### src/rtl/core/nicdf_pkg.sv
// ----------------------------------------------------------------------------
// nicdf_pkg: shared types and constants of the normal quantile pipeline
// Holds the Q.28 rational coefficients, the natural logarithm of two and the
// sideband tag that travels with each transaction through every stage.
// ----------------------------------------------------------------------------
package nicdf_pkg;

  // Fraction bits of t and of the rational approximation.
  localparam int unsigned TQ = 28;

  // ln(2) as an unsigned Q0.32 fraction.
  localparam logic [31:0] LN2_Q32 = 32'hB17217F8;

  // Numerator coefficients in Q.28.
  localparam logic [29:0] CF0 = 30'd675253953;
  localparam logic [27:0] CF1 = 28'd215514211;
  localparam logic [21:0] CF2 = 22'd2772401;

  // Denominator coefficients in Q.28.
  localparam logic [28:0] DF1 = 29'd384611100;
  localparam logic [25:0] DF2 = 26'd50806510;
  localparam logic [18:0] DF3 = 19'd351114;

  // Widths of the Horner intermediates; the values stay below these bounds.
  localparam int unsigned A1_W = 28;
  localparam int unsigned A2_W = 32;
  localparam int unsigned B1_W = 26;
  localparam int unsigned B2_W = 30;
  localparam int unsigned B3_W = 33;

  // Sideband that travels with each transaction.
  typedef struct packed {
    logic valid;
    logic neg;
    logic invalid;
  } tag_t;

endpackage

### src/rtl/core/nicdf_sqrt.sv
// ----------------------------------------------------------------------------
// nicdf_sqrt: pipelined integer square root
// Computes t = floor(sqrt(u * 2^24)) with one result bit per stage.
// ----------------------------------------------------------------------------
module nicdf_sqrt #(
  parameter int unsigned U_W    = 40,
  parameter int unsigned ROOT_W = 32
) (
  input  logic              clk_i,
  input  logic              rst_ni,
  input  nicdf_pkg::tag_t   tag_i,
  input  logic [U_W-1:0]    u_i,
  output nicdf_pkg::tag_t   tag_o,
  output logic [ROOT_W-1:0] t_o
);

  localparam int unsigned RW = 2 * ROOT_W;

  logic [RW-1:0]    x_q   [0:ROOT_W];
  logic [RW-1:0]    r_q   [0:ROOT_W];
  nicdf_pkg::tag_t  tag_q [0:ROOT_W];

  always_ff @(posedge clk_i or negedge rst_ni) begin
    if (!rst_ni) begin
      tag_q[0] <= '0;
    end else begin
      tag_q[0] <= tag_i;
    end
  end

  always_ff @(posedge clk_i) begin
    x_q[0] <= RW'(u_i) << 24;
    r_q[0] <= '0;
  end

  // Restoring square root, one trial subtraction per stage.
  for (genvar j = 0; j < ROOT_W; j++) begin : g_root
    localparam logic [RW-1:0] BIT = RW'(1) << (RW - 2 - 2 * j);
    logic [RW-1:0] trial;
    logic          take;

    always_comb begin
      trial = r_q[j] + BIT;
      take  = (x_q[j] >= trial);
    end

    always_ff @(posedge clk_i or negedge rst_ni) begin
      if (!rst_ni) begin
        tag_q[j+1] <= '0;
      end else begin
        tag_q[j+1] <= tag_q[j];
      end
    end

    always_ff @(posedge clk_i) begin
      if (take) begin
        x_q[j+1] <= x_q[j] - trial;
        r_q[j+1] <= (r_q[j] >> 1) + BIT;
      end else begin
        x_q[j+1] <= x_q[j];
        r_q[j+1] <= r_q[j] >> 1;
      end
    end
  end

  assign tag_o = tag_q[ROOT_W];
  assign t_o   = r_q[ROOT_W][ROOT_W-1:0];

endmodule

### config.mk
export PLATFORM = sky130hd
export DESIGN_NAME = nicdf_sqrt
export DESIGN_NICKNAME = d
export VERILOG_FILES = /design/src/rtl/core/nicdf_pkg.sv /design/src/rtl/core/nicdf_sqrt.sv
export SDC_FILE = /design/constraint.sdc
export NUM_CORES = 2
export LEC_CHECK = 0
export BUFFER_PORTS_ARGS = -buffer_cell sky130_fd_sc_hd__buf_2
export CAP_MARGIN = 0
export CORE_MARGIN = 2
export CORE_UTILIZATION = 50
export DETAILED_ROUTE_END_ITERATION = 10
export GPL_ROUTABILITY_DRIVEN = 0
export PLACE_DENSITY = 0.65
export SLEW_MARGIN = 20
export SYNTH_ARGS = -nofsm -noshare
export SYNTH_HDL_FRONTEND = slang
export SYNTH_MEMORY_MAX_BITS = 65536
export SYNTH_SLANG_ARGS = --single-unit
### constraint.sdc
create_clock -name clk_i -period 8.2 [get_ports clk_i]
set_input_delay 0.82 -clock clk_i [delete_from_list [all_inputs] [get_ports clk_i]]
set_output_delay 0.82 -clock clk_i [all_outputs]
set_load 0.02 [all_outputs]
# After elaboration in Yosys (flattened, before gate mapping)
# Memories as Yosys holds them, arrays and structs flattened.
# Cells that the tools add are included.
[op_classes]
addsub = 96
n_lt_le_gt_ge = 32
n_mux = 160
n_bitwise = 64
[op_table]
columns = ["cell", "n"]
rows = [
  ["two-way mux 64 bit", 64],
  ["greater-or-equal comparator 64 bit", 32],
  ["subtractor 64 bit", 32],
  ["two-way mux 1 bit", 96],
  ["adder 63 x 1 -> 64 bit (second input constant)", 1],
  ["adder 63 x 11 -> 64 bit (second input constant)", 1],
  ["adder 63 x 13 -> 64 bit (second input constant)", 1],
  ["adder 63 x 15 -> 64 bit (second input constant)", 1],
  ["adder 63 x 17 -> 64 bit (second input constant)", 1],
  ["adder 63 x 19 -> 64 bit (second input constant)", 1],
  ["adder 63 x 21 -> 64 bit (second input constant)", 1],
  ["adder 63 x 23 -> 64 bit (second input constant)", 1],
  ["adder 63 x 25 -> 64 bit (second input constant)", 1],
  ["adder 63 x 27 -> 64 bit (second input constant)", 1],
  ["adder 63 x 29 -> 64 bit (second input constant)", 1],
  ["adder 63 x 3 -> 64 bit (second input constant)", 1],
  ["adder 63 x 31 -> 64 bit (second input constant)", 1],
  ["adder 63 x 33 -> 64 bit (second input constant)", 1],
  ["adder 63 x 35 -> 64 bit (second input constant)", 1],
  ["adder 63 x 37 -> 64 bit (second input constant)", 1],
  ["adder 63 x 39 -> 64 bit (second input constant)", 1],
  ["adder 63 x 41 -> 64 bit (second input constant)", 1],
  ["adder 63 x 43 -> 64 bit (second input constant)", 1],
  ["adder 63 x 45 -> 64 bit (second input constant)", 1],
  ["45 further kinds", 108],
]
[word_totals]
register_bits = 99
mem_bits_rw = 4224
inputBits = 45
out_inout_bits = 35
elab_cells = 453
n_memories = 2
[memory_table]
columns = ["memory", "words", "word_bits", "read_ports", "rd_clocked_by_memory_dff", "write_ports", "line_no", "source"]
rows = [
  ["r_q", 33, 64, 33, 0, 33, "nicdf_sqrt.sv:20", "logic [RW-1:0] r_q [0:ROOT_W];"],
  ["x_q", 33, 64, 32, 0, 33, "nicdf_sqrt.sv:19", "logic [RW-1:0] x_q [0:ROOT_W];"],
]

# Longest topological paths before layout
[logic_depth]
depth_word = 5
depth_mapped = 16
ltp_nobuf = 15

# Least setup slack after synthesis
# Ideal clock, no wire load.
[synth_path]
path_kind = "reg-to-reg"
startpoint = "memory r_q[23][18] in the netlist's numbering"
endpoint = "memory x_q[24][56] in the netlist's numbering"
setup_ns = 0.072
arrival_ns = 3.446
t_required_ns = 8.128
path_slack_ns = 4.682
stages_incl_launch_ff = 15
path_buffers = 1
synth_period_minus_slack_ns = 3.518
path_cell_list = "dfxtp_1 -> inv_1 -> ha_1 -> fa_1 -> a211oi_1 -> o21ai_0 -> a31o_2 -> or4_1 -> a31oi_1 -> a21oi_1 -> a221o_1 -> or2_2 -> buf_4 -> nor3b_1 -> xor2_1"
[synth_rtl]
columns = ["element", "line_no"]
rows = [
  ["start: declaration", "nicdf_sqrt.sv:20"],
  ["end: declaration", "nicdf_sqrt.sv:19"],
]

==> run_results.csv <==
group,metric,value,unit
logic_synthesis,ys.flop_type,"dfxtp_1",
sta,setup_tns,0,ns
power,p_leak,43.47,nW
sta,fin_crit,4.864,ns
cts,cts_buffers,203,
cts,clock-root-buffer,"clkbuf_16",
sta,rsz0062_at_grt,"no",
detailed_routing,ant_nets,0,
detailed_routing,vias_per_cell,5.387,
sta,max_freq,205.6,MHz
detailed_routing,post-route-drc-count,14,
logic_synthesis,avgSynthCellArea,9.632,µm²
logic_synthesis,synthTopCellsByArea,"dfxtp_1, ha_1, xnor2_1, xor2_1, inv_1",
floorplanning,fp-row-count,149,
logic_synthesis,synth.most_common_cell,"dfxtp_1",
logic_synthesis,syn_nets,9210,
finish,nNetsFinal,9378,
sta,slew_violations,0,
critical_path,crit_type,"flop to flop",
place,hpwl,147300,µm
cts,cts_buffer_depth,3,
logic_synthesis,synth_top_area_cell,"dfxtp_1",
floorplanning,start_util,50.33,%
cts,htree_levels,4,
place,placed_cells,10730,
cts,path_clk_slew,0.06,ns
detailed_routing,wl_per_cell,17.12,µm
finish,layout.cells.non_filler,11140,
cts,cts_tree,"done",
sta,final-setup-viol-count,0,
detailed_routing,firstDrtPassIters,9,
logic_synthesis,ys_seq_area_share,49.49,%
logic_synthesis,async_reset_ff_share,4.882,%
floorplanning,die_h,411.5,µm
sta,fin_crit_sh,59.31,%
finish,areaGrowthSynthToFinish,12.16,%
cts,cts.sinks,2028,
critical_path,crit_path_end_kind,"flop",
sta,worstMarginPinSlew,1.179,ns
sta,skew,0.08284,ns
logic_synthesis,synth_cell_types,96,
critical_path,r2r_slack,3.34,ns
logic_synthesis,synth_common_cells,"dfxtp_1, inv_1, nand2_1",
floorplanning,die_x,411.5,µm
floorplanning,dieArea,169300,µm²
grt,gr-total-overflow,0,
cts,clock_latency,0.89,ns
power,power_density,342.8,nW/µm²
floorplanning,pin_count,80,
grt,grt_pass1_wl,306300,µm
logic_synthesis,netlist_area,83030,µm²
logic_synthesis,synth_cells,8621,
place,placed_cell_area,85720,µm²
place,port_buffers,79,
logic_synthesis,yosysWarnings,0,
critical_path,critPathRequiredTime,8.94,ns
logic_synthesis,synth_top_area_share,46.51,%
sta,worst_slack,3.336,ns
worst_hold_path,holdCritPathClass,"input port to flop",
grt,grt_max_degree,81,
place,dp_slack,3.423,ns
detailed_routing,drtIter0Drc,3448,
flow_run,maxCapViolCount,0,
finish,drive_gt1_share,6.667,%
power,ir_drop,0.2781,mV
logic_synthesis,synth_edf_count,0,
sta,relSlewSlack,20.58,%
outcome,outcome,"finished with violations",
finish,finalInstanceArea,93130,µm²
outcome,violations,"design-rule violations",
detailed_routing,vias,60030,
critical_path,critPathMaxFanout,30,
grt,antenna_found_initial,1,
critical_path,arrival,5.61,ns
grt,globalRouteTotalUtil,22.37,%
detailed_routing,wirelength,190800,µm
finish,utilization,56.44,%
floorplanning,coreArea,165000,µm²
logic_synthesis,synth-seq-cells,2028,
critical_path,start_kind,"flop",
sta,hold_viol,0,
grt,grt_pass1_vias,61270,
==> registers in the layout, summed over array words and instances, names as in the netlist <==
signal and count:
x_q 1401, tag_o 3, r_q 528, tag_q 96
==> cells by family (layout without fill, tap and decap cells) <==
kind of cell               count (synthesis)  in the layout  share of synthesized area, %
AOI/OAI and AO/OA                       1771           1771                         13.31
adders and majority gates                544            544                         8.297
buffers and inverters                    899           1232                         4.144
other                                      0              1                             0
and+or+nand+nor                         2470           2470                         14.97
DFF                                     2028           2028                         49.49
xor gates and xnor gates                 840            840                         8.860
muxes                                     69             69                        0.9267
==> power by group <==
group | internal (W) | switching, W
clock | 0.00544 | 0.00394
combinational | 0.00362 | 0.00453
sequential | 0.0123 | 0.00209
total | 0.0214 | 0.0106
==> cell type report <==
type | instances | area [µm²]
multi-input cells | 5694 | 38590
inverters | 713 | 2676
clock inverters | 85 | 1175
fillers | 14130 | 71860
repair buffers | 149 | 1027
diodes | 1 | 2.502
clock buffers | 285 | 5818
well taps | 2189 | 2739
flip-flops and latches | 2028 | 41090
==> final timing paths <==
check,from,cells after the start,endpoint
setup / recovery,r_q[25][14],12,x_q[26][35]
hold / removal,u_i[8],1,x_q[0][32]
setup reg to reg,r_q[25][14],12,x_q[26][35]
hold reg to reg,tag_q[40],0,tag_q[37]
max in group asynchronous,rst_ni,3,tag_q[62]
min in group asynchronous,rst_ni,2,tag_o[0]
==> stage by stage <==
stage,power (W),hold slack [ns]
floorplan,0.02012,0.3096
global placement,0.02241,0.3111
detailed placement,0.02259,0.3121
CTS,0.03205,0.002197
global route,0.03374,0.01847
finish,0.03193,0.06243
==> cells in the final DEF (no fill, tap or decap), types with 43 or more instances in the layout <==
cell,synthesis,layout
o21a_1,96,96
nor3_1,254,253
nand3_1,120,120
nor4_1,186,184
nand4_1,103,103
a31oi_1,45,45
nand2_1,631,631
xnor2_1,424,424
buf_2,17,78
a21o_1,229,229
dfxtp_1,1929,1929
nand2b_1,98,98
or4_1,65,65
ha_1,533,533
clkbuf_16,0,203
clkbuf_8,0,43
o31ai_1,47,46
inv_1,709,709
a21oi_1,509,507
o21ai_0,498,498
o21bai_1,54,54
dfrtp_1,99,99
mux2_2,62,62
nor2b_1,71,71
xor2_1,416,416
nor2_1,565,565
or3_1,109,109
==> worst max-delay path, cell delays in order, from the launching register on <==
cell,delay (ns)
dfxtp_1,0.32
inv_1,0.04
ha_1,0.23
fa_1,0.43
a211oi_1,0.27
nor2_1,0.13
a31o_2,0.30
o311ai_1,0.84
o21ai_0,0.33
a311oi_1,0.74
o21a_2,0.22
inv_1,0.42
mux2_1,0.48
==> layer usage <==
layer / up-vias / share of wire [%] / GRT usage (%)
li1: 30100 / - / -
met5: - / 0.0052 / 0
met3: 605 / 3.2 / 3.265
met2: 1332 / 54 / 44.17
met1: 28000 / 37 / 21.43
met4: 2 / 6.3 / 13.86
==> what timing repair did <==
| item | 4_1_cts | 5_1_grt |
|---|---|---|
| hold buffers | 40 | 0 |
| setup endpoints to repair | 0 | 0 |
| gates resized for setup | 0 | 0 |
| hold endpoints to repair | 58 | 0 |
| setup buffers | 0 | 0 |
No activity file was read; power rests on OpenSTA's default activity.
